<file path="src/hdl/mmnb_pkg.sv">
package mmnb_pkg;

  // Default width of one sample, signed fixed point.
  localparam int unsigned SampleBitsDef = 32;

  localparam int unsigned LevelBits = 8;
  localparam logic [LevelBits-1:0] LevelMax = 8'd255;
  localparam logic [LevelBits-1:0] LevelMin = 8'd0;

  // Depth of the queue between the front and the back.
  localparam int unsigned QueueDepth = 2;

  typedef enum logic [0:0] {
    OP_MEASURE = 1'b0,
    OP_CONVERT = 1'b1
  } op_e;

  // How the back end produces the level of one convert item.
  typedef enum logic [1:0] {
    CLS_DIVIDE = 2'd0,
    CLS_LOW    = 2'd1,
    CLS_HIGH   = 2'd2
  } cls_e;

  typedef struct packed {
    cls_e cls;
    logic clipped;
  } kind_t;

  typedef enum logic [0:0] {
    ST_IDLE = 1'b0,
    ST_DIV  = 1'b1
  } back_state_e;

endpackage

</file>
<file path="src/hdl/mmnb_queue.sv">
module mmnb_queue
  import mmnb_pkg::*;
#(
  parameter int unsigned DATA_BITS = 8,
  parameter int unsigned DEPTH     = QueueDepth
) (
  input  logic                 clk_i,
  input  logic                 rst_ni,
  input  logic                 push_i,
  input  logic [DATA_BITS-1:0] data_i,
  output logic                 full_o,
  input  logic                 pop_i,
  output logic                 valid_o,
  output logic [DATA_BITS-1:0] data_o
);

  localparam int unsigned PtrBits = (DEPTH > 1) ? $clog2(DEPTH) : 1;
  localparam int unsigned CntBits = $clog2(DEPTH + 1);

  logic [DATA_BITS-1:0] mem_q [DEPTH];
  logic [PtrBits-1:0]   wr_ptr_q, rd_ptr_q;
  logic [CntBits-1:0]   cnt_q;
  logic                 do_push, do_pop;

  assign full_o  = (cnt_q == CntBits'(DEPTH));
  assign valid_o = (cnt_q != '0);
  assign data_o  = mem_q[rd_ptr_q];
  assign do_push = push_i && !full_o;
  assign do_pop  = pop_i && valid_o;

  always_ff @(posedge clk_i) begin
    if (do_push) mem_q[wr_ptr_q] <= data_i;
  end

  always_ff @(posedge clk_i or negedge rst_ni) begin
    if (!rst_ni) begin
      wr_ptr_q <= '0;
      rd_ptr_q <= '0;
      cnt_q    <= '0;
    end else begin
      if (do_push) begin
        wr_ptr_q <= (wr_ptr_q == PtrBits'(DEPTH - 1)) ? '0 : wr_ptr_q + 1'b1;
      end
      if (do_pop) begin
        rd_ptr_q <= (rd_ptr_q == PtrBits'(DEPTH - 1)) ? '0 : rd_ptr_q + 1'b1;
      end
      if (do_push && !do_pop) begin
        cnt_q <= cnt_q + 1'b1;
      end else if (do_pop && !do_push) begin
        cnt_q <= cnt_q - 1'b1;
      end
    end
  end

endmodule

</file>
<file path="config.mk">
export PLATFORM = sky130hd
export DESIGN_NAME = mmnb_queue
export DESIGN_NICKNAME = d
export VERILOG_FILES = /design/src/hdl/mmnb_pkg.sv /design/src/hdl/mmnb_queue.sv
export SDC_FILE = /design/constraint.sdc
export NUM_CORES = 1
export LEC_CHECK = 0
export ABC_CLOCK_PERIOD_IN_PS = 1300
export BUFFER_PORTS_ARGS = -buffer_cell sky130_fd_sc_hd__buf_2
export CORE_UTILIZATION = 44
export DETAILED_ROUTE_END_ITERATION = 7
export PLACE_DENSITY_LB_ADDON = 0.25
export SETUP_SLACK_MARGIN = 0.05
export SKIP_LAST_GASP = 1
export SYNTH_ARGS = -nofsm -noshare
export SYNTH_HDL_FRONTEND = slang
export SYNTH_SLANG_ARGS = --single-unit
</file>
<file path="constraint.sdc">
create_clock -name clk_i -period 1.3 [get_ports clk_i]
set_input_delay 0.26 -clock clk_i [delete_from_list [all_inputs] [get_ports clk_i]]
set_output_delay 0.26 -clock clk_i [all_outputs]
set_load 0.02 [all_outputs]
</file>
=== Word level (Yosys, flattened, before mapping) ===
Memory sizes are Yosys's and may differ from the RTL's.
Cells that the tools add are included.

* Add/subtract/negate cells: 4
* Equality and inequality tests: 1
* Muxes and demuxes: 6
* Reduce and logical (&&, ||, !) cells: 9

{| class="wikitable"
|+ Operator list
! cell !! number
|-
| 1-bit logical AND || 4
|-
| 1-bit 2-to-1 mux || 4
|-
| 2-bit 2-to-1 mux || 2
|-
| 2-bit nonzero test || 2
|-
| 1-bit logical NOT || 3
|-
| 1-bit adder (second input constant) || 2
|-
| 2-bit by 1-bit adder with 2-bit output (second input constant) || 1
|-
| 2-bit == test (second input constant) || 1
|-
| 2-bit by 1-bit subtractor with 2-bit output (second input constant) || 1
|}

* Register bits after elaboration: 4
* RAM bits: 16
* Logic and storage cells: 24
* Memories kept: 1

{| class="wikitable"
|+ Memory list
! memory !! words !! width !! read ports !! clocked after Yosys merged registers in !! write ports !! RTL line !! source
|-
| mem_q || 2 || 8 || 1 || 0 || 1 || mmnb_queue.sv:20 || <nowiki>logic [DATA_BITS-1:0] mem_q [DEPTH];</nowiki>
|}

=== Depth between registers and ports, before layout ===
Gate-level depths: netlist of the first run.

* Depth after elaboration: 7
* Depth in mapped cells: 7
* Mapped depth without buffers: 7

=== Worst setup path before layout of the first run ===
OpenSTA, ideal clock, no wires.

* Path kind: reg-to-reg
* Start point: reg cnt_q[0]
* End point: mem mem_q[0][0] (enable)
* Data arrival time: 986 ps
* Data required time: 930 ps
* Setup slack: -56 ps
* Cell stages (with the launch flop): 4
* Buffers on the path: 0
* Clock period less this slack: 1356 ps
* Cells stage by stage: dfrtp_1 nand2b_1 nand2_2 nor2_1

* Longest elaborated chain between the ends: 5

{| class="wikitable"
|+ Ends and longest elaborated chain
! item !! RTL line !! source
|-
| start: declaration || mmnb_queue.sv:22 || <nowiki>logic [CntBits-1:0] cnt_q;</nowiki>
|-
| start signal: assignment || mmnb_queue.sv:48 || <nowiki>cnt_q <= cnt_q + 1'b1;</nowiki>
|-
| start signal: assignment || mmnb_queue.sv:50 || <nowiki>cnt_q <= cnt_q - 1'b1;</nowiki>
|-
| 2-bit == test || mmnb_queue.sv:25 || <nowiki>assign full_o = (cnt_q == CntBits'(DEPTH));</nowiki>
|-
| 1-bit logical NOT || mmnb_queue.sv:28 || <nowiki>assign do_push = push_i && !full_o;</nowiki>
|-
| 1-bit logical AND || mmnb_queue.sv:28 ||
|-
| 1-bit 2-to-1 mux || mmnb_queue.sv:32 || <nowiki>if (do_push) mem_q[wr_ptr_q] <= data_i;</nowiki>
|-
| 1-bit 2-to-1 mux (implied by the code) || mmnb_queue.sv:32 ||
|-
| end: declaration || mmnb_queue.sv:20 ||
|}

No other way between the ends.

=== Final worst setup path of the first run ===
* Start point: reg rd_ptr_q
* End point: out data_o[2]

* Longest elaborated chain between the ends: 1

{| class="wikitable"
|+ Ends and longest elaborated chain
! item !! RTL line !! source
|-
| start: declaration || mmnb_queue.sv:21 || <nowiki>logic [PtrBits-1:0] wr_ptr_q, rd_ptr_q;</nowiki>
|-
| start signal: assignment || mmnb_queue.sv:45 || <nowiki>rd_ptr_q <= (rd_ptr_q == PtrBits'(DEPTH - 1)) ? '0 : rd_ptr_q + 1'b1;</nowiki>
|-
| memory read 2 x 8 bit || - ||
|-
| end: declaration || mmnb_queue.sv:14 || <nowiki>output logic [DATA_BITS-1:0] data_o</nowiki>
|}

No other way between the ends.

==> flow_metrics.tcl, run 1 <==
set metrics [dict create \
    grt_remaining_overflow 0 \
    tightest_slew_ns 0.205 \
    cts.clk_slew.worst_paths_ns 0.11 \
    rsz0062_at_grt "yes" \
    viasPerCell 4.59 \
    clock_latency_ns 0.29 \
    nNetsFinal 95 \
    diodes 0 \
    fin_skew_ns 0.00411 \
    synthToLayoutAreaGrowth_pct 53.0 \
    seq_area_frac_synth_pct 73.9 \
    p_leak_nw 0.516 \
    cp_data_arrival_time_ns 1.31 \
    grt_pass1_wl_um 1970 \
    die_area_um2 1960 \
    synth_enable_flop_cells 16 \
    synth-warning-count 0 \
    final_util_pct 75.4 \
    dp.cells 95 \
    yosys-mux-area-fraction_pct 11.5 \
    period_minus_slack_ns 1.57 \
    rows 14 \
    yosys.area_share.adder_pct 1.59 \
    critPathSlowestCell "dfrtp_2" \
    synth.top_cells.by_count "16 x edfxtp_1, 8 x mux2_1, 4 x dfrtp_1" \
    setup_viol 10 \
    hpwl_um 834 \
    path_max_fanout 4 \
    drive_gt1_share_pct 69.1 \
    synthFlopType "edfxtp_1" \
    status "finished with violations" \
    synth_nets 57 \
    crit_family "flip-flops" \
    synth-seq-cells 20 \
    syn_avg_cell_area_um2 17.9 \
    synth_top_family_by_area "multiplexers" \
    required_ns 1.04 \
    antenna_found_initial 0 \
    cts_tree "yes" \
    dpl_cell_area_um2 971 \
    relSlewSlack_pct 86.3 \
    max-vdd-ir-drop_v 0.00157 \
    critical_path.max_stage_delay_ns 0.45 \
    cts_made_buffers 3 \
    maxCapViolations 0 \
    slew_viol_final 0 \
    clock_path_buffers 2 \
    cp-end-kind "output port" \
    syn-instance-count 44 \
    io_pins 22 \
    vias 482 \
    grt.total_usage_pct 14.7 \
    cts_max_level 1 \
    period_share_pct 121 \
    power_density_nw_per_um2 2380 \
    cts_root_buf "clkbuf_4" \
    first_pass_iters 6 \
    wl_per_cell_um 12.9 \
    synth_compound_area_share_pct 0 \
    synth_cell_types 14 \
    grt_pass1_vias 461 \
    drt.antenna.violating_nets 0 \
    synth_area_um2 786 \
    synth_top_cell_area_share_pct 61.1 \
    die_h_um 44.3 \
    io_buffers 21 \
    yosys.area.top_type "edfxtp_1" \
    die_x_um 44.3 \
    synth_xor_area_share_pct 5.57 \
    worstSetupPathType "reg2out" \
    violations "DRC, setup timing" \
    clock-sinks 20 \
    setup_ws_ns -0.272 \
    cp_common_cell "buf_6" \
    worst_hold_slack_ns 0.144 \
    fin_cells 105 \
    max_freq_ghz 0.636 \
    path_buf_inv 2 \
    yosys.area_share.simple_pct 5.89 \
    wirelength_um 1360 \
    path_cells "buf_6 -> mux2_4 -> buf_6" \
    yosysMostFrequentCell "edfxtp_1" \
    finalHoldViolCount 0 \
    drc_errors 2 \
    synth.area.top_cells "edfxtp_1 61%, dfrtp_1 13%, mux2_1 11%" \
    fin_area_um2 1200 \
    first_iter_violations 5 \
    hp-class "in2reg" \
    start_util_pct 49.3 \
    critPathLaunchType "register" \
    nFillCells 110 \
    grt_max_degree 12 \
    gp_congestion 0.654 \
    async_flop_share_pct 20.0 \
    coreArea_um2 1590 \
    setup-tns-final_ns -2.23 \
]
## where the power goes
group          internal [mW]  switching, mW
clock network          0.119          0.178
logic                  0.906          0.656
registers              0.899          0.103
total                   1.92          0.938
## cells in the final DEF, fill, tap and decap left out, drive strengths merged
master and n:
and3 1, clkbuf 4, inv 2, dlygate4sd3 1, ha 1, dfrtp 4, nand2b 1, xnor2 3
or2 1, edfxtp 16, mux2 8, xor2 2, buf 33, nand2 2, nor2 2
## final timing paths
kind | startpoint | to | slack [ns] | cells after the start
worst min-delay path | data_i[0] | mem_q[0][0] | 0.14 | 1
worst min register to register | wr_ptr_q | wr_ptr_q | 0.56 | 1
worst max-delay path | rd_ptr_q | data_o[2] | -0.27 | 3
max in group asynchronous | rst_ni | rd_ptr_q | 0.84 | 2
worst max register to register | cnt_q[1] | cnt_q[1] | -0.06 | 6
min in group asynchronous | rst_ni | wr_ptr_q | 0.32 | 2
## sequential cells by signal, summed over array words and instances (netlist names)
register,count
mem_q,16
cnt_q,2
rd_ptr_q,1
wr_ptr_q,1
## stage by stage
stage	worst slack [ns]	total power [mW]
after floorplan	-0.0443	1.60
after global placement	-0.0438	1.92
after detailed placement	-0.0568	1.94
after CTS	-0.269	2.40
after global routing	-0.311	3.01
final	-0.272	2.86
## repair_timing
action	in CTS	in global routing
resized for setup	13	35
pin swaps	5	4
buffers inserted	1	4
endpoints found under the hold margin	4	0
endpoints found under the setup margin	26	20
hold buffers	1	0
## cells by family after synthesis
| logic type | after synthesis |
|---|---|
| adder cells (fa/ha/maj) | 1 |
| multiplexers | 8 |
| AND/OR/NAND/NOR | 7 |
| flip-flops | 20 |
| XOR/XNOR | 5 |
| buffers and inverters | 3 |
## metal layers
metal / up-vias / wire (um) / global-route usage [%]
met2: 14 / 727 / 25.6
li1: 230 / - / -
met5: - / 0 / 0
met3: 4 / 46 / 3.67
met1: 234 / 560 / 16.8
met4: 0 / 23 / 7.27
## final cells by class
class	count	area (um2)	area share, %
Inverter	2	7.51	0.624
Sequential cell	20	582	48.4
Tap cell	24	30.0	2.50
Multi-Input combinational cell	21	267	22.2
Timing Repair Buffer	34	290	24.1
Clock buffer	4	26.3	2.19
Note: power is estimated with default switching activity, not from simulation.
==> run 2, diff against run 1 <==
Settings changed: ABC_CLOCK_PERIOD_IN_PS 1300 to 1390, SLEW_MARGIN set to 0.
Clock period 1.3 ns to 1.39 ns, I/O delays scaled along.
==> flow_metrics.tcl, run 2 (synthesized netlist as in run 1, its figures left out) <==
set metrics [dict create \
    status "finished with violations" \
    violations "setup timing" \
    setup_ws_ns -0.182 \
    wirelength_um 1470 \
    relSlewSlack_pct 85.8 \
    cts.clk_slew.worst_paths_ns 0.11 \
    vias 480 \
    path_buf_inv 2 \
    grt.total_usage_pct 17.6 \
    clock_latency_ns 0.29 \
    p_leak_nw 0.494 \
    clock_path_buffers 2 \
    critical_path.max_stage_delay_ns 0.43 \
    cts_root_buf "clkbuf_4" \
    crit_family "flip-flops" \
    setup_viol 9 \
    power_switching_share_pct 33.1 \
    dpl_cell_area_um2 953 \
    slew_viol_final 0 \
    drt.antenna.violating_nets 0 \
    viasPerCell 4.75 \
    cts_tree "yes" \
    hp-class "in2reg" \
    cp-end-kind "output port" \
    grt_max_degree 12 \
    period_share_pct 113 \
    drc_errors 0 \
    diodes 0 \
    rsz0062_at_grt "yes" \
    coreArea_um2 1590 \
    first_iter_violations 8 \
    power_density_nw_per_um2 2240 \
    path_max_fanout 5 \
    rows 14 \
    critPathLaunchType "register" \
    r2r-start "cnt_q[1]" \
    nNetsFinal 91 \
    fin_area_um2 1160 \
    die_x_um 44.3 \
    max-vdd-ir-drop_v 0.00129 \
    top_regs "mem_q (16), cnt_q (2)" \
    fin_cells 101 \
    intPower_mw 1.73 \
    rr_endpoint "cnt_q[1]" \
    grt_remaining_overflow 0 \
    maxCapViolations 0 \
    fin_skew_ns 0.00276 \
    io_pins 22 \
    worstSetupPathType "reg2out" \
    drive_gt1_share_pct 67.5 \
    required_ns 1.11 \
    top_register "mem_q" \
    die_area_um2 1960 \
    final_common_cell "edfxtp_1" \
    hp-start "data_i[2]" \
    wl_per_cell_um 14.5 \
    min_to "mem_q[1][2]" \
    first_pass_iters 6 \
    clock-sinks 20 \
    antenna_found_initial 0 \
    finalHoldViolCount 0 \
    gp_congestion 0.646 \
    period_minus_slack_ns 1.57 \
    grt_pass1_vias 502 \
    cts_made_buffers 3 \
    hpwl_um 870 \
    seqPwrFrac_pct 36.0 \
    tightest_slew_ns 0.212 \
    path_cells "buf_6 -> mux2_4 -> buf_6" \
    holdPathStages 1 \
    critPathSlowestCell "dfrtp_2" \
    rr_worst_depth 6 \
    io_buffers 21 \
    grt_pass1_wl_um 2350 \
    dp.cells 91 \
    largest_reg_flops 16 \
    p_sw_mw 0.859 \
    final_cell_mix "16 x edfxtp_1, 12 x buf_6, 11 x buf_2" \
    clockPowerShare_pct 10.8 \
    max_freq_ghz 0.636 \
    start_util_pct 49.3 \
    cts_max_level 1 \
    synthToLayoutAreaGrowth_pct 47.6 \
    finalPower_mw 2.59 \
    comb_power_share_pct 53.2 \
    rrSetupSlack_ns 0.02 \
    cp_common_cell "buf_6" \
    die_h_um 44.3 \
    post-place-ws_ns 0.0224 \
    cp_data_arrival_time_ns 1.29 \
]
run 2: final cells by class:
type,instances,area (um2)
inverters,2,7.51
clock buffers,4,26.3
well taps,24,30.0
fillers,114,434
multi-input cells,21,256
flip-flops and latches,20,582
repair buffers,30,258
run 2: worst max path at each step:
| stage | start | endpoint | cells after the start | slack (ns) |
|---|---|---|---|---|
| CTS | rd_ptr_q | data_o[7] | 3 | -0.19 |
| global placement | cnt_q[0] | cnt_q[1] | 6 | 0.02 |
| finish | rd_ptr_q | data_o[7] | 3 | -0.18 |
| global route | rd_ptr_q | data_o[7] | 3 | -0.22 |
| detailed placement | cnt_q[0] | cnt_q[1] | 6 | 0.02 |
| floorplan | cnt_q[1] | cnt_q[1] | 6 | 0.05 |
run 2: routing by layer:
layer  up-vias  global-route usage (%)  wire length [um]
li1        224                       -                 -
met1       242                    21.9               568
met2        14                    32.6               852
met3         0                    2.45                48
met4         0                    3.64                 0
met5         -                       0                 0
run 2: what timing repair did:
action | in CTS | in global routing
setup endpoints to repair | 11 | 19
pin swaps | 5 | 2
gates resized for setup | 36 | 5
buffers inserted | 5 | 0
hold buffers | 1 | 0
endpoints found under the hold margin | 4 | 0
run 2: power by group through the flow:
stage	clock network (mW)	logic, mW	registers, mW
2_1_floorplan	0	0.589	0.904
3_3_place_gp	0	0.805	0.957
3_5_place_dp	0	0.815	0.969
4_1_cts	0.289	1.33	0.931
5_1_grt	0.308	1.46	0.952
6_report	0.279	1.38	0.933
run 2: through the flow:
stage	TNS [ns]	utilization [%]	hold slack (ns)
detailed placement	0	59.8	0.0933
global placement	0	59.8	0.0912
floorplan	0	-	-0.0176
CTS	-1.44	72.0	0.156
finish	-1.41	72.8	0.167
global route	-1.75	72.8	0.152
run 2: worst reg2reg max path, stage by stage, from the launching register on:
cell and delay [ns]:
dfrtp_1 0.44, or2_4 0.27, nand2_4 0.08, ha_4 0.14, xor2_2 0.14, nor2_2 0.05, xor2_1 0.15
==> run 3, diff against run 2 <==
Settings changed: ABC_CLOCK_PERIOD_IN_PS 1390 to 1500, CORE_UTILIZATION 44 to 48.
Clock period 1.39 ns to 1.5 ns, I/O delays scaled along.
==> flow_metrics.tcl, run 3 (synthesized netlist as in run 1, its figures left out) <==
set metrics [dict create \
    status "finished with violations" \
    violations "setup timing" \
    cts_tree "yes" \
    coreArea_um2 1520 \
    viasPerCell 5.09 \
    synthToLayoutAreaGrowth_pct 42.8 \
    setup_viol 8 \
    nNetsFinal 91 \
    cts_root_buf "clkbuf_4" \
    grt_max_degree 12 \
    maxCapViolations 0 \
    grt_pass1_vias 478 \
    first_iter_violations 5 \
    top_regs "mem_q (16), cnt_q (2)" \
    required_ns 1.20 \
    diodes 0 \
    wirelength_um 1420 \
    cp-end-kind "output port" \
    first_pass_iters 3 \
    critical_path.max_stage_delay_ns 0.43 \
    cp_common_cell "buf_6" \
    start_util_pct 51.6 \
    critPathSlowestCell "dfrtp_2" \
    max_freq_ghz 0.627 \
    tightest_slew_ns 0.381 \
    cts.clk_slew.worst_paths_ns 0.10 \
    path_buf_inv 2 \
    clockPowerShare_pct 10.8 \
    critPathLaunchType "register" \
    relSlewSlack_pct 74.6 \
    path_max_fanout 5 \
    largest_reg_flops 16 \
    io_pins 22 \
    die_area_um2 1800 \
    p_sw_mw 0.776 \
    period_share_pct 106 \
    drc_errors 0 \
    comb_power_share_pct 52.8 \
    holdPathStages 1 \
    crit_family "flip-flops" \
    hp-class "in2reg" \
    rrSetupSlack_ns 0.08 \
    setup_ws_ns -0.0952 \
    period_minus_slack_ns 1.60 \
    clock-sinks 20 \
    antenna_found_initial 0 \
    slew_viol_final 0 \
    path_cells "buf_6 -> mux2_4 -> buf_6" \
    io_buffers 21 \
    max-vdd-ir-drop_v 0.00106 \
    hp-start "data_i[4]" \
    final_util_pct 73.6 \
    worst_hold_slack_ns 0.188 \
    rr_endpoint "cnt_q[1]" \
    grt.total_usage_pct 17.1 \
    fin_skew_ns 0.000992 \
    power_switching_share_pct 33.3 \
    rr_worst_depth 6 \
    clock_path_buffers 2 \
    setup-tns-final_ns -0.715 \
    grt_remaining_overflow 0 \
    die_x_um 42.5 \
    grt_pass1_wl_um 2110 \
    die_h_um 42.5 \
    r2r-start "cnt_q[0]" \
    p_leak_nw 0.494 \
    drt.antenna.violating_nets 0 \
    finalHoldViolCount 0 \
    rsz0062_at_grt "yes" \
    gp_congestion 0.645 \
    power_density_nw_per_um2 2080 \
    clock_latency_ns 0.29 \
    top_register "mem_q" \
    fin_cells 93 \
    cts_made_buffers 3 \
    final_cell_mix "16 x edfxtp_1, 12 x buf_2, 11 x buf_6" \
    cts_max_level 1 \
    min_to "mem_q[0][4]" \
    vias 473 \
    worstSetupPathType "reg2out" \
    rows 14 \
    hpwl_um 819 \
    intPower_mw 1.56 \
    seqPwrFrac_pct 36.4 \
    wl_per_cell_um 15.2 \
    dp.cells 81 \
    cp_data_arrival_time_ns 1.30 \
    final_common_cell "edfxtp_1" \
    drive_gt1_share_pct 61.0 \
]
run 3: layer usage:
metal	wire length (um)	global-route usage (%)
met1	553	18.4
met2	802	30.2
met4	11	9.38
met5	0	0
met3	50	4.31
run 3: cell type report:
class                           instances  area, um2
Inverter                                2       7.51
Sequential cell                        20        582
Tap cell                               16       20.0
Clock inverter                          1       3.75
Clock buffer                            3       22.5
Timing Repair Buffer                   30        239
Multi-Input combinational cell         21        248
Fill cell                              85        402
run 3: worst reg2reg max path, delay by kind of cell, from the launching register on:
| family | cells | cell delay (ns) |
|---|---|---|
| XOR/XNOR | 2 | 0.30 |
| AND/OR/NAND/NOR | 3 | 0.45 |
| adder cells (fa/ha/maj) | 1 | 0.14 |
| flip-flops | 1 | 0.43 |
run 3: power groups by stage:
stage | sequential (mW) | clock (mW) | combinational, mW
3_5_place_dp | 0.897 | 0 | 0.686
3_3_place_gp | 0.889 | 0 | 0.678
2_1_floorplan | 0.836 | 0 | 0.543
5_1_grt | 0.862 | 0.294 | 1.30
6_report | 0.850 | 0.251 | 1.23
4_1_cts | 0.845 | 0.258 | 1.13
run 3: worst max-delay path by stage:
stage	slack, ns	to	start	depth (start not counted)
floorplan	0.14	mem_q[0][0]	cnt_q[0]	3
global placement	0.12	data_o[0]	rd_ptr_q	2
detailed placement	0.07	cnt_q[1]	cnt_q[0]	7
CTS	-0.10	data_o[0]	rd_ptr_q	3
global route	-0.15	data_o[4]	rd_ptr_q	3
finish	-0.1	data_o[4]	rd_ptr_q	3
run 3: stage by stage:
step | power, mW | area [um2] | setup slack [ns]
after floorplan | 1.38 | 786 | 0.144
after global placement | 1.57 | 913 | 0.123
after detailed placement | 1.58 | 913 | 0.0692
after CTS | 2.23 | 1080 | -0.103
after global routing | 2.45 | 1120 | -0.149
final | 2.33 | 1120 | -0.0952
run 3: repair_timing:
item | CTS | global route
hold buffers | 1 | 0
endpoints found under the hold margin | 4 | 0
gates resized for setup | 29 | 6
setup buffers | 5 | 2
setup endpoints to repair | 11 | 10
pin swaps | 0 | 4
