File: src/hdl/mmnb_pkg.sv
package mmnb_pkg;

  // Default width of one sample, signed fixed point.
  localparam int unsigned SampleBitsDef = 32;

  localparam int unsigned LevelBits = 8;
  localparam logic [LevelBits-1:0] LevelMax = 8'd255;
  localparam logic [LevelBits-1:0] LevelMin = 8'd0;

  // Depth of the queue between the front and the back.
  localparam int unsigned QueueDepth = 2;

  typedef enum logic [0:0] {
    OP_MEASURE = 1'b0,
    OP_CONVERT = 1'b1
  } op_e;

  // How the back end produces the level of one convert item.
  typedef enum logic [1:0] {
    CLS_DIVIDE = 2'd0,
    CLS_LOW    = 2'd1,
    CLS_HIGH   = 2'd2
  } cls_e;

  typedef struct packed {
    cls_e cls;
    logic clipped;
  } kind_t;

  typedef enum logic [0:0] {
    ST_IDLE = 1'b0,
    ST_DIV  = 1'b1
  } back_state_e;

endpackage

File: src/hdl/mmnb_in_if.sv
interface mmnb_in_if
  import mmnb_pkg::*;
#(
  parameter int unsigned SAMPLE_BITS = SampleBitsDef
);
  logic                   valid;
  logic                   ready;
  logic                   operation;
  logic                   first_of_image;
  logic [SAMPLE_BITS-1:0] sample;

  modport source (output valid, operation, first_of_image, sample, input ready);
  modport sink   (input valid, operation, first_of_image, sample, output ready);
endinterface

File: src/hdl/mmnb_front.sv
module mmnb_front
  import mmnb_pkg::*;
#(
  parameter int unsigned SAMPLE_BITS = SampleBitsDef,
  parameter int unsigned ENTRY_BITS  = $bits(kind_t) + 2 * SAMPLE_BITS
) (
  input  logic                  clk_i,
  input  logic                  rst_ni,
  mmnb_in_if.sink               in_i,
  input  logic                  full_i,
  output logic                  push_o,
  output logic [ENTRY_BITS-1:0] entry_o
);

  logic signed [SAMPLE_BITS-1:0] min_q, max_q;
  logic                          range_seen_q;
  logic signed [SAMPLE_BITS-1:0] sample_s;
  logic        [SAMPLE_BITS:0]   num_w, den_w;
  logic                          accept;
  kind_t                         kind;

  assign in_i.ready = !full_i;
  assign accept     = in_i.valid && in_i.ready;
  assign sample_s   = $signed(in_i.sample);
  assign push_o     = accept && (op_e'(in_i.operation) == OP_CONVERT);

  // Both differences are non-negative whenever the sample lies in range.
  assign num_w = {sample_s[SAMPLE_BITS-1], sample_s} - {min_q[SAMPLE_BITS-1], min_q};
  assign den_w = {max_q[SAMPLE_BITS-1], max_q} - {min_q[SAMPLE_BITS-1], min_q};

  always_comb begin
    if (max_q <= min_q) begin
      kind.cls     = CLS_LOW;
      kind.clipped = (sample_s != min_q);
    end else if (sample_s < min_q) begin
      kind.cls     = CLS_LOW;
      kind.clipped = 1'b1;
    end else if (sample_s > max_q) begin
      kind.cls     = CLS_HIGH;
      kind.clipped = 1'b1;
    end else begin
      kind.cls     = CLS_DIVIDE;
      kind.clipped = 1'b0;
    end
  end

  assign entry_o = {kind, num_w[SAMPLE_BITS-1:0], den_w[SAMPLE_BITS-1:0]};

  always_ff @(posedge clk_i or negedge rst_ni) begin
    if (!rst_ni) begin
      min_q        <= '0;
      max_q        <= '0;
      range_seen_q <= 1'b0;
    end else if (accept && (op_e'(in_i.operation) == OP_MEASURE)) begin
      range_seen_q <= 1'b1;
      if (in_i.first_of_image || !range_seen_q) begin
        min_q <= sample_s;
        max_q <= sample_s;
      end else begin
        if (sample_s < min_q) min_q <= sample_s;
        if (sample_s > max_q) max_q <= sample_s;
      end
    end
  end

endmodule

File: src/flat_wrapper.sv
// flat-port wrapper written by rule: the top's interface ports become plain ports
module mmnb_front_flat import mmnb_pkg::*;
#(
  parameter int unsigned SAMPLE_BITS = SampleBitsDef,
  parameter int unsigned ENTRY_BITS  = $bits(kind_t) + 2 * SAMPLE_BITS
)
  (clk_i, rst_ni, full_i, push_o, entry_o, in_i_valid, in_i_operation, in_i_first_of_image, in_i_sample, in_i_ready);
  mmnb_in_if #(.SAMPLE_BITS(SAMPLE_BITS)) in_i_i ();
  input  logic clk_i;
  input  logic rst_ni;
  input  logic full_i;
  output logic push_o;
  output logic [ENTRY_BITS-1:0] entry_o;
  input wire logic [$bits(in_i_i.valid)-1:0] in_i_valid;
  input wire logic [$bits(in_i_i.operation)-1:0] in_i_operation;
  input wire logic [$bits(in_i_i.first_of_image)-1:0] in_i_first_of_image;
  input wire logic [$bits(in_i_i.sample)-1:0] in_i_sample;
  output wire logic [$bits(in_i_i.ready)-1:0] in_i_ready;
  assign in_i_i.valid = in_i_valid;
  assign in_i_i.operation = in_i_operation;
  assign in_i_i.first_of_image = in_i_first_of_image;
  assign in_i_i.sample = in_i_sample;
  assign in_i_ready = in_i_i.ready;
  mmnb_front #(.SAMPLE_BITS(SAMPLE_BITS), .ENTRY_BITS(ENTRY_BITS)) u_core (.clk_i(clk_i), .rst_ni(rst_ni), .in_i(in_i_i), .full_i(full_i), .push_o(push_o), .entry_o(entry_o));
endmodule
File: config.mk
export PLATFORM = sky130hd
export DESIGN_NAME = mmnb_front_flat
export DESIGN_NICKNAME = d
export VERILOG_FILES = /design/src/hdl/mmnb_pkg.sv /design/src/hdl/mmnb_in_if.sv /design/src/hdl/mmnb_front.sv /design/src/flat_wrapper.sv
export SDC_FILE = /design/constraint.sdc
export NUM_CORES = 1
export LEC_CHECK = 0
export BUFFER_PORTS_ARGS = -buffer_cell sky130_fd_sc_hd__buf_2
export CAP_MARGIN = 20
export CORE_UTILIZATION = 45
export CTS_BUF_LIST = sky130_fd_sc_hd__clkbuf_2 sky130_fd_sc_hd__clkbuf_4 sky130_fd_sc_hd__clkbuf_8
export CTS_CLUSTER_SIZE = 40
export DETAILED_ROUTE_END_ITERATION = 7
export PLACE_DENSITY_LB_ADDON = 0.08
export SLEW_MARGIN = 20
export SYNTH_ARGS = -nofsm -noshare
export SYNTH_HDL_FRONTEND = slang
export SYNTH_SLANG_ARGS = --single-unit
File: constraint.sdc
create_clock -name clk_i -period 2.8 [get_ports clk_i]
set_input_delay 0.14 -clock clk_i [delete_from_list [all_inputs] [get_ports clk_i]]
set_output_delay 0.14 -clock clk_i [all_outputs]
set_load 0.05 [all_outputs]
# == Word level (Yosys, flattened, before mapping) ==
# Cells that the tools add are included.
# word_totals
reg_bits,65
wordCells,27
inputBits,38
out_inout_bits,69
# classes
muxes,7
n_bitwise,1
eq_ne,1
add_sub_neg,2
reduce_logical,10
magnitude_cmp,3
# op_table
op,n
$mux 32,4
$sub 32x32->32,2
$gt 32x32->1,1
$le 32x32->1,1
$lt 32x32->1,1
$ne 32x32->1,1
$mux 3,3
$reduce_and 2->1,2
$reduce_bool 2->1,2
$logic_and 1x1->1,3
$logic_not 1->1,2
$logic_or 1x1->1,1
$not 1->1,1

# == Logic depth before layout (Yosys ltp) ==
# Gate-level depths: netlist (run 1).
# depth
ltp_word,4
depth_mapped,13
depth_no_buf,12

# == Worst setup path after synthesis (run 1) ==
# No wires, ideal clock.
# synth_path
kind,flip-flop to output port
start,register u_core.min_q[0]
end,output entry_o[62]
stages_incl_launch_ff,12
path_slack_ns,-1.069
path_buffers,0
t_required_ns,2.660
t_arrival_ns,3.729
cell_sequence,dfrtp_1 -> ha_1 -> fa_1 -> nor2b_1 -> o21ai_1 -> a21oi_1 -> o41ai_1 -> a21oi_1 -> a31oi_1 -> o41ai_1 -> a21oi_1 -> a211oi_1
# synth_between
elab_chain_cells,1
# synth_lines
item,line_no,source
from (decl),mmnb_front.sv:15,"logic signed [SAMPLE_BITS-1:0] min_q, max_q;"
from (signal assigned),mmnb_front.sv:57,min_q <= sample_s;
from (signal assigned),mmnb_front.sv:60,if (sample_s < min_q) min_q <= sample_s;
$sub 32x32->32,mmnb_front.sv:28,"assign num_w = {sample_s[SAMPLE_BITS-1], sample_s} - {min_q[SAMPLE_BITS-1], min_q};"
to (decl),flat_wrapper.sv:13,output logic [ENTRY_BITS-1:0] entry_o;
# No other way between the ends.

# == Worst setup path in the final report (run 1) ==
# layout_path
start,register u_core.min_q[1]
end,output entry_o[57]
# The elaborated chain is that of the path after synthesis.

==> reports/metrics.csv, run 1 <==
stage,metric,value,unit
clocking,CTS tree,yes,
sta,Worst-Margin Slew,0.986,ns
place,PortBufs,106,
sta,Final period util,128,%
yosys,ys flop type,dfrtp_1,
routing,total wire length,26000,um
finish,Register Area,0.00163,mm^2
setup_path,startpoint types,register,
place,Detail Placement HPWL,17200,um
setup_path,slowest CP cell,or4_4,
yosys,Synth Register Bits,65,
hold_path,Hold Path Class,in -> reg,
sta,Post-Route Setup TNS,-52.73,ns
yosys,Ys Warns,0,
finish,multi-input logic area,0.00619,mm^2
finish,# diodes,0,
finish,fin util,80.0,%
floorplan,Initial Utilization,46.1,%
finish,most frequent cells in the layout,"buf_4 (214), ha_1 (79), inv_1 (74)",
yosys,Mapped Cells,767,
floorplan,IO Pins,107,
hold_path,Worst Hold Endpoint,u_core.min_q[0],
clocking,htree depth,3,
setup_path,Crit Path Category,reg -> out,
finish,area grow syn2layout,73.4,%
place,dpl cells,1240,
routing,DR iter-0 viols,423,
sta,Final Hold Viols,0,
grt,initial antenna violation count,0,
finish,fillers,862,
finish,"most common cell after layout, fill and taps aside",buf_4,
grt,GRT Overall Usage,32.1,%
routing,drt first pass iters,7,
sta,fin worst setup slack,-0.798,ns
floorplan,die area,0.0154,mm^2
finish,Layout Nets,1256,
clocking,"Reg clk slew, reported paths",0.08,ns
finish,share of layout cells above drive strength 1,51.7,%
clocking,Root Driver,clkbuf_8,
floorplan,Die W,124,um
yosys,number of flops mapped to enable cells by yosys,0,
grt,vias in the first global route,7612,
yosys,"Seq/Total Area, Yosys",24.3,%
setup_path,Critical Path Max Stage Delay,0.46,ns
setup_path,Reg2Reg Setup Slack,-0.67,ns
floorplan,Core ar.,0.0145,mm^2
clocking,worst skew pair latency,0.37,ns
setup_path,worst-path cell chain,inv_2 > ha_4 > nor2b_4 > o2111ai_4 > a21oi_2 > or4_4 > and4_4 > buf_4 > buf_6 > o31ai_4 > nand2b_1 > a21oi_2 > xnor2_2 > buf_6,
flow_run,max cap viols,0,
floorplan,Die Span Y,124,um
yosys,syn_nets,903,
clocking,clock buffer depth,2,
yosys,Synth cell types,62,
routing,drt via density,5.72,
yosys,Mapped Area,0.00670,mm^2
routing,number of remaining DRC errors,0,
clocking,clk sinks,65,
setup_path,Crit Path Max Fanout,3,
yosys,"FFs w/ async S/R, synth",100,%
setup_path,Crit Reg-Reg Endpoint,u_core.min_q[8],
setup_path,crit end category,output port,
routing,Routed Antenna Nets,0,
finish,Post-Layout Cell Count,1308,
sta,pins over their slew limit,0,
sta,final worst path period need,3.60,ns
sta,Final Hold Slack,0.0324,ns
setup_path,critical path's top delay family,simple AND/OR/NAND/NOR gates,
sta,unrepaired setup endpoints after global routing,yes,
sta,Worst slew margin,34.1,%
sta,clk_skew,0.00991,ns
setup_path,Buf/Inv on CP,4,
yosys,synthesized area per cell,8.74,um^2
hold_path,WHS Path Cells,2,
floorplan,row cnt,44,
run_status,violated checks,setup timing,
setup_path,Critical Path RT,2.66,ns
grt,largest net degree at the start of global routing,31,
place,GPL Wtd Cong,0.898,
hold_path,Hold Crit Start,in_i_sample[0],
clocking,TritonCTS buffer count,9,
setup_path,cells on worst reg2reg path,17,
routing,vias,7481,
setup_path,crit path DAT,3.46,ns
sta,FMAX,278,MHz
run_status,outcome,"finished, violations left",
sta,# setup viols final,112,
grt,total grt overflow,0,
grt,global-route wire length before repair,37600,um
routing,Routed WL per cell,19.9,um
setup_path,RR Startpoint,u_core.min_q[0],
## cells by family (layout without fill, tap and decap cells)
family                   after synthesis  count (layout)  share of synthesized area [%]
AO/OA/AOI/OAI                        208             208                           20.6
AND/OR/NAND/NOR                      181             181                           13.6
adder cells (fa/ha/maj)               98              98                           18.5
buffers and inverters                100             457                           5.71
multiplexers                          65              65                           10.8
XOR/XNOR                              50              50                           6.53
flip-flops                            65              65                           24.3
## state kept, by name, summed over array words and instances (netlist names)
signal               flops
u_core.max_q            32
u_core.min_q            32
u_core.range_seen_q      1
## worst max-delay path by stage
stage | startpoint | endpoint | slack, ns | depth (start not counted)
after floorplan | u_core.min_q[0] | entry_o[26] | -0.49 | 11
after global placement | u_core.min_q[1] | entry_o[31] | -0.47 | 11
after detailed placement | u_core.min_q[1] | entry_o[31] | -0.56 | 11
after CTS | u_core.min_q[8] | entry_o[61] | -0.76 | 12
after global routing | u_core.min_q[8] | entry_o[57] | -0.89 | 14
final | u_core.min_q[1] | entry_o[57] | -0.80 | 14
## synthesized netlist by cell type, drive strengths merged, types with 9 or more instances
cell    count  share of area, %
nor3       15               1.1
nand2b      9              0.84
a211oi     10               1.1
mux2       61                10
nor2b      17               1.6
nor2       44               2.5
nand3      13              0.97
a31oi      10              0.93
a21oi      55               4.2
xor2       16               2.1
xnor2      34               4.4
ha         96                18
o21ai      33               2.5
inv        86               4.8
nand2      39               2.2
nand4      13               1.2
o21a       19               2.1
dfrtp      65                24
a21o       38               4.3
## metal layers
metal  GRT usage (%)  vias to the layer above  wire length (um)
met5               0                        -                 0
met2            56.7                      273             13100
li1                -                     3456                 -
met1            39.2                     3650             10200
met3            3.34                      102              1310
met4            14.4                        0              1400
## metrics by stage
step	setup WS [ns]	area, um^2
2_1_floorplan	-0.493	7190
3_3_place_gp	-0.475	9420
3_5_place_dp	-0.556	9420
4_1_cts	-0.763	11000
5_1_grt	-0.888	11600
6_report	-0.798	11600
## what timing repair did
item / in CTS / in global routing
hold endpoints to repair: 15 / 0
cloned: 5 / 3
hold buffers: 1 / 0
gates resized for setup: 241 / 97
pin swaps: 60 / 70
setup endpoints to repair: 112 / 114
buffers inserted: 31 / 31
## worst register-to-register path, delay by kind of cell, from the launching register on
| kind | cells | cell delay [ns] |
|---|---|---|
| compound gates | 7 | 1.15 |
| buf+inv | 6 | 0.83 |
| fa+ha+maj | 2 | 0.52 |
| flops | 1 | 0.41 |
| mux | 1 | 0.33 |
| simple gates | 1 | 0.13 |
## layout make-up
class | instances | share of cell area [%]
clock inverters | 2 | 0.517
multi-input cells | 602 | 53.3
clock buffers | 13 | 1.49
inverters | 86 | 2.78
repair buffers | 356 | 26.0
flip-flops and latches | 65 | 14.0
well taps | 184 | 1.98
Power of run 1 is left out: the tool's default activity adds up to more than one toggle a clock period on the data nets, which glitch-free logic cannot reach.
==> inputs of run 2 (changes only) <==
--- a/config.mk
+++ b/config.mk
@@ -11,6 +11,7 @@
 export CTS_BUF_LIST = sky130_fd_sc_hd__clkbuf_2 sky130_fd_sc_hd__clkbuf_4 sky130_fd_sc_hd__clkbuf_8
 export CTS_CLUSTER_SIZE = 40
 export DETAILED_ROUTE_END_ITERATION = 7
+export HOLD_SLACK_MARGIN = 0.05
 export PLACE_DENSITY_LB_ADDON = 0.08
 export SLEW_MARGIN = 20
 export SYNTH_ARGS = -nofsm -noshare
==> reports/metrics.csv, run 2 (same netlist as run 1, synthesis figures left out) <==
stage,metric,value,unit
floorplan,Die W,124,um
grt,vias in the first global route,7680,
routing,Routed WL per cell,20.6,um
flow_run,max cap viols,0,
routing,DR iter-0 viols,480,
routing,number of remaining DRC errors,0,
sta,Worst slew margin,34.5,%
clocking,htree depth,3,
clocking,TritonCTS buffer count,9,
floorplan,die area,0.0154,mm^2
sta,Final period util,130,%
setup_path,startpoint types,register,
setup_path,Critical Path RT,2.66,ns
sta,Worst-Margin Slew,0.980,ns
clocking,clock buffer depth,2,
sta,# setup viols final,111,
sta,Final Hold Viols,0,
place,GPL Wtd Cong,0.898,
setup_path,Buf/Inv on CP,4,
grt,GRT Overall Usage,32.4,%
grt,global-route wire length before repair,38000,um
clocking,clk sinks,65,
setup_path,worst-path cell chain,inv_2 > ha_4 > a21o_1 > a21o_1 > a21o_1 > or4_4 > and4_4 > buf_4 > buf_6 > o31ai_4 > nand2b_1 > a21oi_2 > xnor2_2 > buf_6,
routing,total wire length,27100,um
place,Detail Placement HPWL,17200,um
floorplan,Core ar.,0.0145,mm^2
finish,share of layout cells above drive strength 1,51.5,%
finish,post-route cell area,0.0118,mm^2
setup_path,crit path DAT,3.49,ns
run_status,outcome,"finished, violations left",
clocking,worst skew pair latency,0.37,ns
place,PortBufs,106,
clocking,CTS tree,yes,
finish,most frequent cells in the layout,"buf_4 (206), buf_6 (80), ha_1 (79)",
run_status,violated checks,setup timing,
clocking,Root Driver,clkbuf_8,
hold_path,Worst Hold Endpoint,u_core.max_q[16],
hold_path,WHS Path Cells,2,
routing,Routed Antenna Nets,0,
setup_path,RR Startpoint,u_core.min_q[0],
hold_path,Hold Crit Start,in_i_sample[16],
clocking,"Reg clk slew, reported paths",0.08,ns
sta,pins over their slew limit,0,
routing,drt via density,5.82,
hold_path,Hold Path Class,in -> reg,
sta,Post-Route Setup TNS,-53.29,ns
sta,final worst path period need,3.63,ns
grt,initial antenna violation count,0,
sta,unrepaired setup endpoints after global routing,yes,
routing,vias,7653,
sta,clk_skew,0.0114,ns
grt,total grt overflow,0,
finish,Layout Nets,1264,
finish,area grow syn2layout,75.4,%
grt,largest net degree at the start of global routing,31,
setup_path,Critical Path Max Stage Delay,0.51,ns
setup_path,Crit Path Category,reg -> out,
place,placed inst area,0.00942,mm^2
finish,largest registers,"u_core.max_q (32), u_core.min_q (32), u_core.range_seen_q (1)",
finish,# diodes,0,
setup_path,cells on worst reg2reg path,17,
setup_path,Crit Path Max Fanout,2,
routing,drt first pass iters,5,
sta,FMAX,275,MHz
sta,fin worst setup slack,-0.833,ns
setup_path,slowest CP cell,or4_4,
floorplan,IO Pins,107,
sta,Final Hold Slack,0.0502,ns
setup_path,Most Frequent Cell on Critical Path,a21o_1,
finish,"most common cell after layout, fill and taps aside",buf_4,
setup_path,critical path's top delay family,compound AO/OA/AOI/OAI gates,
setup_path,crit end category,output port,
floorplan,row cnt,44,
setup_path,Reg2Reg Setup Slack,-0.62,ns
floorplan,Initial Utilization,46.1,%
floorplan,Die Span Y,124,um
setup_path,Crit Reg-Reg Endpoint,u_core.min_q[12],
[run 2: worst max-delay path by stage]
stage,from,end,slack (ns),cells past startpoint
6_report,u_core.min_q[8],entry_o[57],-0.83,14
3_5_place_dp,u_core.min_q[1],entry_o[31],-0.56,11
3_3_place_gp,u_core.min_q[1],entry_o[31],-0.47,11
5_1_grt,u_core.min_q[13],entry_o[64],-0.91,13
4_1_cts,u_core.min_q[8],entry_o[61],-0.76,12
2_1_floorplan,u_core.min_q[0],entry_o[26],-0.49,11
[run 2: per-layer routing]
metal	global-route usage, %	vias up	wire, um
li1	-	3475	-
met1	39.1	3752	11000
met2	57.4	318	13700
met3	3.53	108	1160
met4	15.0	0	1300
met5	0	-	0
[run 2: per-stage QoR]
stage	utilization [%]	instances	setup slack [ns]
2_1_floorplan	-	767	-0.493
3_3_place_gp	64.8	1240	-0.475
3_5_place_dp	64.8	1240	-0.556
4_1_cts	76.1	1289	-0.763
5_1_grt	80.9	1316	-0.910
6_report	80.9	1316	-0.833
[run 2: final cells by class]
| type | count | area (um^2) |
|---|---|---|
| Fill cell | 837 | 2780 |
| Inverter | 86 | 323 |
| Clock buffer | 13 | 173 |
| Timing Repair Buffer | 364 | 3110 |
| Tap cell | 184 | 230 |
| Clock inverter | 2 | 60.1 |
| Multi-Input combinational cell | 602 | 6230 |
| Sequential cell | 65 | 1630 |
[run 2: what timing repair did]
item | in CTS | in global routing
setup endpoints to repair | 112 | 115
gates cloned | 5 | 3
hold endpoints to repair | 22 | 0
setup buffers | 31 | 31
hold buffers | 7 | 0
resized for setup | 241 | 105
pin swaps | 60 | 65
Power of run 2 is left out for the same reason.
==> inputs of run 3 (changes only) <==
--- a/config.mk
+++ b/config.mk
@@ -7,12 +7,15 @@
 export LEC_CHECK = 0
 export BUFFER_PORTS_ARGS = -buffer_cell sky130_fd_sc_hd__buf_2
 export CAP_MARGIN = 20
-export CORE_UTILIZATION = 45
+export CELL_PAD_IN_SITES_DETAIL_PLACEMENT = 1
+export CELL_PAD_IN_SITES_GLOBAL_PLACEMENT = 1
+export CORE_UTILIZATION = 25
 export CTS_BUF_LIST = sky130_fd_sc_hd__clkbuf_2 sky130_fd_sc_hd__clkbuf_4 sky130_fd_sc_hd__clkbuf_8
 export CTS_CLUSTER_SIZE = 40
 export DETAILED_ROUTE_END_ITERATION = 7
 export HOLD_SLACK_MARGIN = 0.05
 export PLACE_DENSITY_LB_ADDON = 0.08
+export SKIP_LAST_GASP = 1
 export SLEW_MARGIN = 20
 export SYNTH_ARGS = -nofsm -noshare
 export SYNTH_HDL_FRONTEND = slang
==> reports/metrics.csv, run 3 (same netlist as run 1, synthesis figures left out) <==
stage,metric,value,unit
run_status,violated checks,"DRC, setup timing",
routing,vias,7349,
floorplan,row cnt,59,
sta,Final Hold Viols,0,
finish,largest registers,"u_core.max_q (32), u_core.min_q (32), u_core.range_seen_q (1)",
finish,most frequent cells in the layout,"buf_4 (239), buf_6 (82), ha_1 (77)",
setup_path,crit end category,output port,
run_status,outcome,"finished, violations left",
setup_path,worst-path cell chain,inv_2 > buf_12 > ha_4 > nor2b_4 > o2111ai_4 > a21oi_4 > or4_4 > and4_4 > a211o_1 > a221o_1 > a21oi_4 > xnor2_4 > buf_6,
sta,FMAX,278,MHz
setup_path,Critical Path Max Stage Delay,0.44,ns
grt,GRT Overall Usage,20.8,%
grt,initial antenna violation count,0,
setup_path,crit path DAT,3.46,ns
grt,largest net degree at the start of global routing,35,
clocking,Root Driver,clkbuf_8,
sta,Final period util,128,%
setup_path,RR Startpoint,u_core.min_q[0],
setup_path,Critical Path RT,2.66,ns
floorplan,Initial Utilization,25.6,%
finish,fillers,2889,
floorplan,die area,0.0275,mm^2
setup_path,cells on worst reg2reg path,15,
sta,pins over their slew limit,0,
clocking,clk sinks,65,
sta,Worst slew margin,41.0,%
floorplan,IO Pins,107,
routing,total wire length,29000,um
clocking,CTS tree,yes,
sta,unrepaired setup endpoints after global routing,yes,
routing,DR iter-0 viols,380,
routing,number of remaining DRC errors,5,
grt,vias in the first global route,8263,
setup_path,crit path launch,u_core.min_q[1],
setup_path,CP Capture Point,entry_o[61],
clocking,worst skew pair latency,0.38,ns
routing,Routed Antenna Nets,0,
hold_path,Hold Path Class,in -> reg,
grt,global-route wire length before repair,44400,um
floorplan,Core ar.,0.0262,mm^2
clocking,htree depth,3,
sta,fin worst setup slack,-0.796,ns
clocking,TritonCTS buffer count,9,
clocking,clock buffer depth,2,
place,GPL Wtd Cong,0.830,
floorplan,Die W,166,um
sta,# setup viols final,110,
setup_path,Crit Reg-Reg Endpoint,u_core.min_q[17],
finish,share of layout cells above drive strength 1,54.6,%
sta,final worst path period need,3.60,ns
clocking,"Reg clk slew, reported paths",0.08,ns
routing,Routed WL per cell,19.3,um
sta,clk_skew,0.0162,ns
setup_path,Most Frequent Cell on Critical Path,a21oi_4,
finish,Layout Nets,1301,
setup_path,Reg2Reg Setup Slack,-0.44,ns
flow_run,max cap viols,0,
finish,# diodes,0,
grt,total grt overflow,0,
setup_path,Crit Path Category,reg -> out,
setup_path,startpoint types,register,
sta,Post-Route Setup TNS,-45.23,ns
finish,area grow syn2layout,84.9,%
setup_path,Crit Path Max Fanout,2,
routing,drt first pass iters,8,
sta,Worst-Margin Slew,0.886,ns
place,PortBufs,106,
setup_path,slowest CP cell,or4_4,
place,Detail Placement HPWL,21600,um
sta,Final Hold Slack,0.0651,ns
finish,"most common cell after layout, fill and taps aside",buf_4,
routing,drt via density,4.89,
floorplan,Die Span Y,166,um
## run 3: final cells by class
type                    count  area (um^2)  area share, %
clock buffers              13          173           1.39
flip-flops and latches     65         1630           13.1
repair buffers            401         3440           27.8
multi-input cells         602         6390           51.6
clock inverters             2         12.5          0.101
well taps                 335          419           3.38
inverters                  86          325           2.62
## run 3: how the worst min path moves through the flow
stage                          from               end  depth (start not counted)
floorplan                    rst_ni   u_core.max_q[0]                          0
global placement             rst_ni   u_core.min_q[9]                          1
detailed placement           rst_ni   u_core.min_q[9]                          1
CTS                 in_i_sample[11]  u_core.min_q[11]                          2
global route        in_i_sample[11]  u_core.min_q[11]                          2
finish              in_i_sample[11]  u_core.min_q[11]                          2
## run 3: per-layer routing
layer / wire (um) / part of all wire [%] / track usage, % / vias to the layer above
met5: 0 / 0 / 0 / -
met4: 935 / 3.2 / 8.33 / 0
met3: 685 / 2.4 / 2.57 / 40
met2: 14900 / 51 / 38.2 / 135
met1: 12500 / 43 / 24.5 / 3628
li1: - / - / - / 3546
## run 3: through the flow
step           worst slack [ns]  util [%]  instance area [um^2]  std cells
2_1_floorplan            -0.493         -                  7190        767
3_3_place_gp             -0.614      37.4                  9810       1414
3_5_place_dp             -0.650      37.4                  9810       1414
4_1_cts                  -0.884      44.4                 11600       1483
5_1_grt                  -0.926      47.3                 12400       1504
6_report                 -0.796      47.3                 12400       1504
## run 3: repair_timing
item                       in CTS  in global routing
setup endpoints to repair     115                119
resized for setup             242                144
pin swaps                      68                 92
gates cloned                    6                  0
hold buffers                   10                  0
hold endpoints to repair       45                  0
setup buffers                  46                 40
## run 3: worst max-delay path, delay by kind of cell, from the launching register on
family / cells / cell delay, ns
AO/OA/AOI/OAI: 5 / 1.18
XOR/XNOR: 1 / 0.13
adder cells (fa/ha/maj): 1 / 0.18
buffers and inverters: 3 / 0.39
flip-flops: 1 / 0.41
AND/OR/NAND/NOR: 3 / 0.78
Power of run 3 is left out for the same reason.
